File: src/sv/pts_pkg.sv
// Shared constants, codes and controller command type for the timer slot table.
`timescale 1ns / 1ps

package pts_pkg;

   localparam int DEF_SLOTS     = 16;
   localparam int DEF_TIME_BITS = 32;
   localparam int MAX_RESULTS   = 16;
   localparam int CNT_BITS      = $clog2(MAX_RESULTS + 1);

   localparam int ID_BITS       = 16;
   localparam int REQ_TIME_BITS = 32;
   localparam int KIND_BITS     = 3;
   localparam int SLOT_OUT_BITS = 4;

   localparam logic [1:0] MODE_START = 2'd0;
   localparam logic [1:0] MODE_STOP  = 2'd1;
   localparam logic [1:0] MODE_TICK  = 2'd2;

   localparam logic [KIND_BITS-1:0] KIND_STARTED  = 3'd0;
   localparam logic [KIND_BITS-1:0] KIND_REJECTED = 3'd1;
   localparam logic [KIND_BITS-1:0] KIND_STOPPED  = 3'd2;
   localparam logic [KIND_BITS-1:0] KIND_FIRED    = 3'd3;
   localparam logic [KIND_BITS-1:0] KIND_IDLE     = 3'd4;

   typedef struct packed {
      logic accept;  // latch request, clear per-request state
      logic rd_en;   // read slot at rd_idx
      logic finish;  // emit the closing result
   } pts_cmd_type;

endpackage

File: src/sv/pts_ctrl.sv
// Sequencer for the slot scan: accept, scan, drain and finish.
`timescale 1ns / 1ps

module pts_ctrl import pts_pkg::*; #(
   parameter int SLOTS = DEF_SLOTS,
   localparam int SLOT_BITS = (SLOTS > 1) ? $clog2(SLOTS) : 1
) (
   input  logic                 clock,
   input  logic                 reset,
   input  logic                 start,
   output logic                 busy,
   output pts_cmd_type          cmd,
   output logic [SLOT_BITS-1:0] rd_idx
);

   typedef enum logic [1:0] {
      ST_IDLE,
      ST_SCAN,
      ST_DRAIN,
      ST_FINISH
   } state_type;

   state_type state_ff;
   logic [SLOT_BITS-1:0] cnt_ff;

   assign busy       = (state_ff != ST_IDLE);
   assign cmd.accept = (state_ff == ST_IDLE) && start;
   assign cmd.rd_en  = (state_ff == ST_SCAN);
   assign cmd.finish = (state_ff == ST_FINISH);
   assign rd_idx     = cnt_ff;

   always_ff @(posedge clock) begin
      if (reset) begin
         state_ff <= ST_IDLE;
         cnt_ff   <= '0;
      end else begin
         unique case (state_ff)
            ST_IDLE: begin
               cnt_ff <= '0;
               if (start) state_ff <= ST_SCAN;
            end
            ST_SCAN: begin
               if (cnt_ff == SLOT_BITS'(SLOTS - 1)) begin
                  state_ff <= ST_DRAIN;
               end else begin
                  cnt_ff <= cnt_ff + 1'b1;
               end
            end
            ST_DRAIN:  state_ff <= ST_FINISH;
            ST_FINISH: state_ff <= ST_IDLE;
            default:   state_ff <= ST_IDLE;
         endcase
      end
   end

`ifndef SYNTHESIS
   a_busy_from_start: assert property (@(posedge clock) disable iff (reset)
      $rose(busy) |-> $past(start))
      else $error("busy rose without a start");
   a_finish_then_idle: assert property (@(posedge clock) disable iff (reset)
      cmd.finish |=> !busy)
      else $error("still busy after finish");
   a_rd_in_range: assert property (@(posedge clock) disable iff (reset)
      cmd.rd_en |-> (rd_idx <= SLOT_BITS'(SLOTS - 1)))
      else $error("slot read index out of range");
`endif

endmodule

File: src/sv/pts_dp.sv
// Slot storage, per-slot evaluation and result registers of the timer slot table.
`timescale 1ns / 1ps

module pts_dp import pts_pkg::*; #(
   parameter int SLOTS     = DEF_SLOTS,
   parameter int TIME_BITS = DEF_TIME_BITS,
   localparam int SLOT_BITS = (SLOTS > 1) ? $clog2(SLOTS) : 1
) (
   input  logic                     clock,
   input  logic                     reset,
   input  pts_cmd_type              cmd,
   input  logic [SLOT_BITS-1:0]     rd_idx,
   input  logic [1:0]               req_mode,
   input  logic [ID_BITS-1:0]       req_callback_id,
   input  logic [REQ_TIME_BITS-1:0] req_period,
   input  logic [REQ_TIME_BITS-1:0] req_now,
   output logic                     rsp_strobe,
   output logic [KIND_BITS-1:0]     rsp_kind,
   output logic [SLOT_OUT_BITS-1:0] rsp_slot,
   output logic [ID_BITS-1:0]       rsp_fired_id,
   output logic                     rsp_last
);

   localparam int EXT_BITS = TIME_BITS + REQ_TIME_BITS;

   // latched request
   logic [1:0]               mode_ff;
   logic [ID_BITS-1:0]       id_ff;
   logic [REQ_TIME_BITS-1:0] period_ff;
   logic [REQ_TIME_BITS-1:0] now_ff;

   // slot storage
   logic [SLOTS-1:0]         valid_ff;
   logic [ID_BITS-1:0]       owner_mem  [SLOTS];
   logic [REQ_TIME_BITS-1:0] period_mem [SLOTS];
   logic [TIME_BITS-1:0]     expiry_mem [SLOTS];

   // read stage
   logic                     eval_ff;
   logic [SLOT_BITS-1:0]     eval_idx_ff;
   logic [ID_BITS-1:0]       owner_rd_ff;
   logic [REQ_TIME_BITS-1:0] period_rd_ff;
   logic [TIME_BITS-1:0]     expiry_rd_ff;

   // held result: claimed slot on start, latest fired slot on tick
   logic                     pend_ff;
   logic [SLOT_BITS-1:0]     pend_slot_ff;
   logic [ID_BITS-1:0]       pend_id_ff;
   logic [CNT_BITS-1:0]      fire_cnt_ff;

   logic                     rsp_strobe_ff;
   logic [KIND_BITS-1:0]     rsp_kind_ff;
   logic [SLOT_OUT_BITS-1:0] rsp_slot_ff;
   logic [ID_BITS-1:0]       rsp_fired_id_ff;
   logic                     rsp_last_ff;

   logic [EXT_BITS-1:0]      now_ext;
   logic [EXT_BITS-1:0]      per_req_ext;
   logic [EXT_BITS-1:0]      per_rd_ext;
   logic [TIME_BITS-1:0]     now_t;
   logic [TIME_BITS-1:0]     exp_next;
   logic [SLOT_BITS+SLOT_OUT_BITS-1:0] pend_slot_ext;
   logic                     cur_valid;
   logic                     claim;
   logic                     drop;
   logic                     fire;
   logic                     emit_v;
   logic [KIND_BITS-1:0]     emit_kind;
   logic [SLOT_OUT_BITS-1:0] emit_slot;
   logic [ID_BITS-1:0]       emit_id;
   logic                     emit_last;

   always_comb begin
      now_ext       = {{TIME_BITS{1'b0}}, now_ff};
      per_req_ext   = {{TIME_BITS{1'b0}}, period_ff};
      per_rd_ext    = {{TIME_BITS{1'b0}}, period_rd_ff};
      now_t         = now_ext[TIME_BITS-1:0];
      pend_slot_ext = {{SLOT_OUT_BITS{1'b0}}, pend_slot_ff};
      cur_valid     = valid_ff[eval_idx_ff];

      claim = eval_ff && (mode_ff == MODE_START) && !pend_ff && !cur_valid
              && (period_ff != '0);
      drop  = eval_ff && (mode_ff == MODE_STOP) && cur_valid && (owner_rd_ff == id_ff);
      fire  = eval_ff && (mode_ff == MODE_TICK) && cur_valid && !(now_t < expiry_rd_ff)
              && (fire_cnt_ff < CNT_BITS'(MAX_RESULTS));

      // wraps modulo 2^TIME_BITS
      exp_next = now_t + (claim ? per_req_ext[TIME_BITS-1:0] : per_rd_ext[TIME_BITS-1:0]);

      emit_v    = 1'b0;
      emit_kind = KIND_IDLE;
      emit_slot = '0;
      emit_id   = '0;
      emit_last = 1'b1;
      if (fire && pend_ff) begin
         // a later due slot exists, so the held one is not the last
         emit_v    = 1'b1;
         emit_kind = KIND_FIRED;
         emit_slot = pend_slot_ext[SLOT_OUT_BITS-1:0];
         emit_id   = pend_id_ff;
         emit_last = 1'b0;
      end else if (cmd.finish) begin
         unique case (mode_ff)
            MODE_START: begin
               emit_v = 1'b1;
               if (pend_ff) begin
                  emit_kind = KIND_STARTED;
                  emit_slot = pend_slot_ext[SLOT_OUT_BITS-1:0];
                  emit_id   = pend_id_ff;
               end else begin
                  emit_kind = KIND_REJECTED;
               end
            end
            MODE_STOP: begin
               emit_v    = 1'b1;
               emit_kind = KIND_STOPPED;
            end
            MODE_TICK: begin
               emit_v = 1'b1;
               if (pend_ff) begin
                  emit_kind = KIND_FIRED;
                  emit_slot = pend_slot_ext[SLOT_OUT_BITS-1:0];
                  emit_id   = pend_id_ff;
               end else begin
                  emit_kind = KIND_IDLE;
               end
            end
            default: emit_v = 1'b0;  // unused mode: no result
         endcase
      end
   end

   // request latch and storage payload
   always_ff @(posedge clock) begin
      if (cmd.accept) begin
         mode_ff   <= req_mode;
         id_ff     <= req_callback_id;
         period_ff <= req_period;
         now_ff    <= req_now;
      end
      if (cmd.rd_en) begin
         owner_rd_ff  <= owner_mem[rd_idx];
         period_rd_ff <= period_mem[rd_idx];
         expiry_rd_ff <= expiry_mem[rd_idx];
      end
      eval_idx_ff <= rd_idx;
      if (claim) begin
         owner_mem[eval_idx_ff]  <= id_ff;
         period_mem[eval_idx_ff] <= period_ff;
      end
      if (claim || fire) expiry_mem[eval_idx_ff] <= exp_next;
      if (claim) begin
         pend_slot_ff <= eval_idx_ff;
         pend_id_ff   <= id_ff;
      end else if (fire) begin
         pend_slot_ff <= eval_idx_ff;
         pend_id_ff   <= owner_rd_ff;
      end
      rsp_kind_ff     <= emit_kind;
      rsp_slot_ff     <= emit_slot;
      rsp_fired_id_ff <= emit_id;
      rsp_last_ff     <= emit_last;
   end

   // control state
   always_ff @(posedge clock) begin
      if (reset) begin
         valid_ff      <= '0;
         eval_ff       <= 1'b0;
         pend_ff       <= 1'b0;
         fire_cnt_ff   <= '0;
         rsp_strobe_ff <= 1'b0;
      end else begin
         eval_ff       <= cmd.rd_en;
         rsp_strobe_ff <= emit_v;
         if (cmd.accept) begin
            pend_ff     <= 1'b0;
            fire_cnt_ff <= '0;
         end else if (claim) begin
            pend_ff <= 1'b1;
         end else if (fire) begin
            pend_ff     <= 1'b1;
            fire_cnt_ff <= fire_cnt_ff + 1'b1;
         end
         if (claim) valid_ff[eval_idx_ff] <= 1'b1;
         else if (drop) valid_ff[eval_idx_ff] <= 1'b0;
      end
   end

   assign rsp_strobe   = rsp_strobe_ff;
   assign rsp_kind     = rsp_kind_ff;
   assign rsp_slot     = rsp_slot_ff;
   assign rsp_fired_id = rsp_fired_id_ff;
   assign rsp_last     = rsp_last_ff;

`ifndef SYNTHESIS
   a_gap_after_last: assert property (@(posedge clock) disable iff (reset)
      rsp_strobe_ff && rsp_last_ff |=> !rsp_strobe_ff)
      else $error("result directly after a final result");
   a_fire_limit: assert property (@(posedge clock) disable iff (reset)
      fire_cnt_ff <= CNT_BITS'(MAX_RESULTS))
      else $error("fire count beyond limit");
   a_only_fired_not_last: assert property (@(posedge clock) disable iff (reset)
      rsp_strobe_ff && (rsp_kind_ff != KIND_FIRED) |-> rsp_last_ff)
      else $error("non-fire result without last");
`endif

endmodule

File: src/sv/periodic_timer_slot_table.sv
// Top level of the periodic timer slot table.
//
// A request (req_mode, req_callback_id, req_period, req_now) is taken at a
// rising edge with start high and busy low. Start claims the lowest free slot,
// stop frees every slot holding the id, tick fires and rearms each due slot
// (at most MAX_RESULTS per tick). Every request walks the whole slot table
// one slot per cycle through the slot memory's single read port, then
// evaluates the last slot (ST_DRAIN) and forms the closing result
// (ST_FINISH); busy stays high throughout, so a new request is taken only
// after the previous one is done. Results come out on rsp_* for exactly one
// cycle, marked by rsp_strobe; the final one of a request has rsp_last set
// and shows in the first cycle with busy low again. A fired result is held
// until the next due slot is found, so all but the last fired result of a
// tick come out while the table is scanned. The receiver cannot stall, so
// results are never held back. An unused mode scans the table but gives no
// result.
// Reset clears all slot valid bits and the sequencer; the slot memories are
// not cleared and need no clearing pass.
`timescale 1ns / 1ps

module periodic_timer_slot_table import pts_pkg::*; #(
   parameter int SLOTS     = DEF_SLOTS,
   parameter int TIME_BITS = DEF_TIME_BITS
) (
   input  logic                     clock,
   input  logic                     reset,
   input  logic                     start,
   output logic                     busy,
   input  logic [1:0]               req_mode,
   input  logic [ID_BITS-1:0]       req_callback_id,
   input  logic [REQ_TIME_BITS-1:0] req_period,
   input  logic [REQ_TIME_BITS-1:0] req_now,
   output logic                     rsp_strobe,
   output logic [KIND_BITS-1:0]     rsp_kind,
   output logic [SLOT_OUT_BITS-1:0] rsp_slot,
   output logic [ID_BITS-1:0]       rsp_fired_id,
   output logic                     rsp_last
);

   localparam int SLOT_BITS = (SLOTS > 1) ? $clog2(SLOTS) : 1;

   pts_cmd_type          cmd;
   logic [SLOT_BITS-1:0] rd_idx;

   pts_ctrl #(
      .SLOTS(SLOTS)
   ) u_ctrl (
      .clock  (clock),
      .reset  (reset),
      .start  (start),
      .busy   (busy),
      .cmd    (cmd),
      .rd_idx (rd_idx)
   );

   pts_dp #(
      .SLOTS    (SLOTS),
      .TIME_BITS(TIME_BITS)
   ) u_dp (
      .clock          (clock),
      .reset          (reset),
      .cmd            (cmd),
      .rd_idx         (rd_idx),
      .req_mode       (req_mode),
      .req_callback_id(req_callback_id),
      .req_period     (req_period),
      .req_now        (req_now),
      .rsp_strobe     (rsp_strobe),
      .rsp_kind       (rsp_kind),
      .rsp_slot       (rsp_slot),
      .rsp_fired_id   (rsp_fired_id),
      .rsp_last       (rsp_last)
   );

endmodule

File: config.mk
export PLATFORM = sky130hd
export DESIGN_NAME = periodic_timer_slot_table
export DESIGN_NICKNAME = d
export VERILOG_FILES = /design/src/sv/pts_pkg.sv /design/src/sv/pts_ctrl.sv /design/src/sv/pts_dp.sv /design/src/sv/periodic_timer_slot_table.sv
export SDC_FILE = /design/constraint.sdc
export NUM_CORES = 2
export LEC_CHECK = 0
export BUFFER_PORTS_ARGS = -buffer_cell sky130_fd_sc_hd__buf_4
export CORE_MARGIN = 8
export CORE_UTILIZATION = 55
export CTS_CLUSTER_SIZE = 16
export DETAILED_ROUTE_END_ITERATION = 10
export PLACE_DENSITY = 0.71
export SLEW_MARGIN = 20
export SYNTH_ARGS = -nofsm -noshare
export SYNTH_HDL_FRONTEND = slang
export SYNTH_SLANG_ARGS = --single-unit
File: constraint.sdc
create_clock -name clock -period 6.2 [get_ports clock]
set_input_delay 1.24 -clock clock [delete_from_list [all_inputs] [get_ports clock]]
set_output_delay 1.24 -clock clock [all_outputs]
set_load 0.05 [all_outputs]
==> PnR_summary.wiki <==
{| class="wikitable"
! Metric !! Value
|-
| Status || finished, final reports clean
|-
| Number of pins with negative max-slew slack in the final report || 0
|-
| Async set or reset register ratio after synthesis || 0
|-
| Count of TritonRoute iterations in the first routing pass || 8
|-
| Final-layout fill cell count || 7,056
|-
| Hold Path Origin || u_dp.pend_id_ff[10]
|-
| WHS Endpoint || u_dp.rsp_fired_id[10]
|-
| Maximum number of pins on one net before global-route repair || 138
|-
| Slew of the pin with the lowest slew margin || 1.14 ns
|-
| Sum of negative setup slack || 0 ns
|-
| Proportion of power drawn by the clock network || 0.301
|-
| Hold violation total from the final report || 0
|-
| Post-synth top area share || 0.744
|-
| Leading cell type in the layout, fill and taps excluded || sky130_fd_sc_hd__edfxtp_1
|-
| Area overhead of the layout relative to synthesis || 13.2%
|-
| Utilization of the core after routing || 0.626
|-
| Die outline area || 118,000 um^2
|-
| Arr. time, crit path || 6.26 ns
|-
| Cell breakdown of the critical path || nor4_1, nand4_1, o2111ai_4, buf_4, mux2_2, ha_1, nand3_1, nor3_1, a211oi_2, a211oi_1, buf_4, o31ai_1, buf_4, nor3_1, nor2_1, xnor2_1
|-
| Capturing point of the worst reg2reg path || u_dp.expiry_mem[1][21]
|-
| Number of levels the H-tree was split into || 4
|-
| Vias in the first global route || 29,300
|-
| Clock insertion delay at the later pin of the skew report || 0.77 ns
|-
| Buffers inserted by post-CTS timing repair || 0
|-
| Headroom to the max-slew limit || 0.235
|-
| Final instance count without filler cells || 4,440
|-
| Switching share of power || 0.278
|-
| Initial detailed-routing violation count || 3,207
|-
| Kind of end point of the critical path || flop
|-
| Final setup skew || 0.0367 ns
|-
| Fraction of the cycle the final worst path needs || 0.948
|-
| Crit Reg-Reg Startpoint || u_dp.period_ff[15]
|-
| Warning count from the yosys run || 0
|-
| Synthesized netlist cell count || 2,669
|-
| Total of hold buffers inserted after clock tree synthesis || 0
|-
| Number of buffers on the longest clock path || 3
|-
| Total via count after detailed routing || 28,300
|-
| Synthesized netlist net count || 2,823
|-
| Final min period || 5.88 ns
|-
| I/O Pins || 111
|-
| Count of different cell masters after synthesis || 65
|-
| Total clock buffers created by CTS || 152
|-
| Worst hold path stage count || 1
|-
| Routed vias/inst || 6.37
|-
| Worst Hold Class || flop to flop
|-
| Synthesized flop and latch total || 1,520
|-
| Total standard cell area after synthesis || 59,000 um^2
|-
| Maximum fanout encountered on the critical timing path || 18
|-
| Startpoint-to-endpoint class of the critical path || flop to flop
|-
| Critical Path Source Type || flop
|-
| Detailed-route wire length per cell || 31.1 um
|-
| Rows || 120
|-
| PwrDens || 431 nW/um^2
|-
| Final nets || 3,061
|-
| Crit path max-delay cell type || sky130_fd_sc_hd__xnor2_1
|-
| Placed instance area || 62,000 um^2
|-
| Global-route usage over all layers || 0.236
|-
| Most frequent cells in the layout || sky130_fd_sc_hd__edfxtp_1, sky130_fd_sc_hd__mux4_2, sky130_fd_sc_hd__buf_4, sky130_fd_sc_hd__clkbuf_16, sky130_fd_sc_hd__a21oi_1
|-
| Placed insts || 4,156
|-
| Critical Path Max Stage Delay || 0.89 ns
|-
| Relative contribution of combinational cells to total power || 0.209
|-
| Total overflow reported by the global router || 0
|-
| Post-Syn Area per Cell || 22.1 um^2
|-
| Sequential element share of the synthesized area || 0.764
|-
| Number of nets with antenna violations after detailed routing || 0
|-
| Wire length after detailed routing || 138,000 um
|-
| Unrepaired setup endpoints after global routing || false
|-
| Number of flops mapped to enable cells by yosys || 1,462
|-
| Worst R2R Path Depth || 16
|-
| Worst hold margin || 0.465 ns
|-
| CTS sink cnt || 1,520
|-
| Biggest area contributors in the synthesized netlist || sky130_fd_sc_hd__edfxtp_1, sky130_fd_sc_hd__mux4_2, sky130_fd_sc_hd__dfxtp_1
|-
| Most frequently used flop master after synthesis || sky130_fd_sc_hd__edfxtp_1
|-
| HPWL after detailed placement || 75,100 um
|-
| Global-route wire length before repair || 201,000 um
|-
| Buffers on Ports || 110
|-
| Setup slack of the worst register-to-register path || 0.32 ns
|-
| RD Place Congestion || 0.940
|-
| Sequential group share of total power || 0.491
|-
| Starting density of the core || 0.553
|-
| Leakage power of the design || 0.0212 uW
|-
| Internal Pwr Total || 20,800 uW
|-
| Reg clk slew, reported paths || 0.06 ns
|-
| Cell accounting for the most synthesized area || sky130_fd_sc_hd__edfxtp_1
|-
| Root buf cell || sky130_fd_sc_hd__clkbuf_16
|-
| Overall die height || 344 um
|-
| Switching power || 8000 uW
|-
| Layout cell share with drive strength beyond 1 || 0.311
|-
| Post-route design area || 66,800 um^2
|-
| Setup violators final || 0
|-
| Core area || 107,000 um^2
|-
| Maximum clock frequency || 0.170 GHz
|-
| CTS tree || yes
|-
| Cell seen most often among critical-path stages || sky130_fd_sc_hd__buf_4
|-
| Endpoint required time on the critical path || 6.59 ns
|-
| Total DRC errors in the routed layout || 0
|-
| IR drop worst, VDD || 0.000324 V
|-
| Width of the chip || 344 um
|-
| Number of cells upsized or downsized after cts || 0
|-
| Max-cap check violation count || 0
|-
| Initial antenna violation count || 9
|}
power groups by stage:
stage	sequential (uW)	clock [uW]	combinational, uW
6_report	14100	8660	6020
5_1_grt	14200	9170	6500
2_1_floorplan	14100	0	4020
3_5_place_dp	14300	0	5900
4_1_cts	14100	8790	5930
3_3_place_gp	14300	0	5620
state kept, by name, summed over array words and instances (netlist names), named ones only:
name / cells
u_ctrl.rd_idx: 4
u_ctrl.state_ff: 2
u_dp.eval_ff: 1
u_dp.eval_idx_ff: 4
u_dp.expiry_mem: 512
u_dp.expiry_rd_ff: 32
u_dp.fire_cnt_ff: 5
u_dp.id_ff: 16
u_dp.mode_ff: 2
u_dp.now_ff: 32
u_dp.owner_mem: 256
u_dp.owner_rd_ff: 16
u_dp.pend_ff: 1
u_dp.pend_id_ff: 16
u_dp.pend_slot_ff: 4
u_dp.period_ff: 32
u_dp.period_mem: 512
u_dp.period_rd_ff: 32
u_dp.rsp_fired_id: 16
u_dp.rsp_kind: 3
u_dp.rsp_last: 1
u_dp.rsp_slot: 4
u_dp.rsp_strobe: 1
stage by stage:
step           total power [uW]  setup WS [ns]
2_1_floorplan             18100          0.456
3_3_place_gp              19900          0.453
3_5_place_dp              20200          0.251
4_1_cts                   28800          0.193
5_1_grt                   29900        0.00195
6_report                  28800          0.321
Yosys cell counts, drive strengths merged (10+ instances only):
library cell,count
edfxtp,1462
mux4,404
clkbuf,77
a21oi,73
ha,68
inv,65
dfxtp,58
nor2,53
nand2,51
mux2,49
o21ai,47
buf,42
nand3,30
xor2,24
and2,23
xnor2,22
a21o,14
nand4,13
nor3,10
nor4,10
critical path, delay by kind of cell, from the launching register on:
kind / cells / cell delay, ns
DFF: 1 / 0.65
xor gates and xnor gates: 1 / 0.89
buffers and inverters: 3 / 0.59
AOI/OAI and AO/OA: 4 / 1.02
and+or+nand+nor: 6 / 1.62
muxes: 1 / 0.34
adders and majority gates: 1 / 0.40
worst max-delay path by stage:
stage / startpoint / to / slack [ns] / cells after the start
6_report: u_dp.period_ff[15] / u_dp.expiry_mem[1][21] / 0.32 / 16
5_1_grt: u_dp.eval_idx_ff[0] / u_dp.expiry_mem[4][26] / 0.002 / 16
4_1_cts: u_dp.period_ff[15] / u_dp.expiry_mem[15][30] / 0.19 / 15
3_5_place_dp: u_dp.period_ff[15] / u_dp.expiry_mem[15][30] / 0.25 / 15
3_3_place_gp: u_dp.eval_idx_ff[0] / u_dp.expiry_mem[8][30] / 0.45 / 16
2_1_floorplan: start / u_dp.fire_cnt_ff[2] / 0.46 / 5
layout make-up:
cell class | count | area, um^2 | share of cell area
Sequential cell | 1520 | 45100 | 0.675
Multi-Input combinational cell | 965 | 13400 | 0.201
Inverter | 65 | 244 | 0.00365
Antenna cell | 4 | 10.0 | 0.000150
Clock buffer | 197 | 4040 | 0.0605
Timing Repair Buffer | 203 | 1600 | 0.0240
Tap cell | 1403 | 1760 | 0.0263
Clock inverter | 83 | 652 | 0.00976
metal layers:
layer | up-vias | track usage | wire, um
met2 | 1320 | 0.393 | 69400
li1 | 11600 | - | -
met4 | 2 | 0.0648 | 3330
met1 | 15100 | 0.322 | 54600
met3 | 245 | 0.0460 | 10900
met5 | - | 0 | 13
cell families after synthesis:
| logic type | after synthesis | synth area share |
|---|---|---|
| flops | 1520 | 0.764 |
| mux | 457 | 0.165 |
| simple gates | 221 | 0.0193 |
| buf+inv | 184 | 0.0127 |
| compound gates | 172 | 0.0177 |
| fa+ha+maj | 69 | 0.0148 |
| xor+xnor | 46 | 0.00683 |
Power figures use the tool's default switching activity.
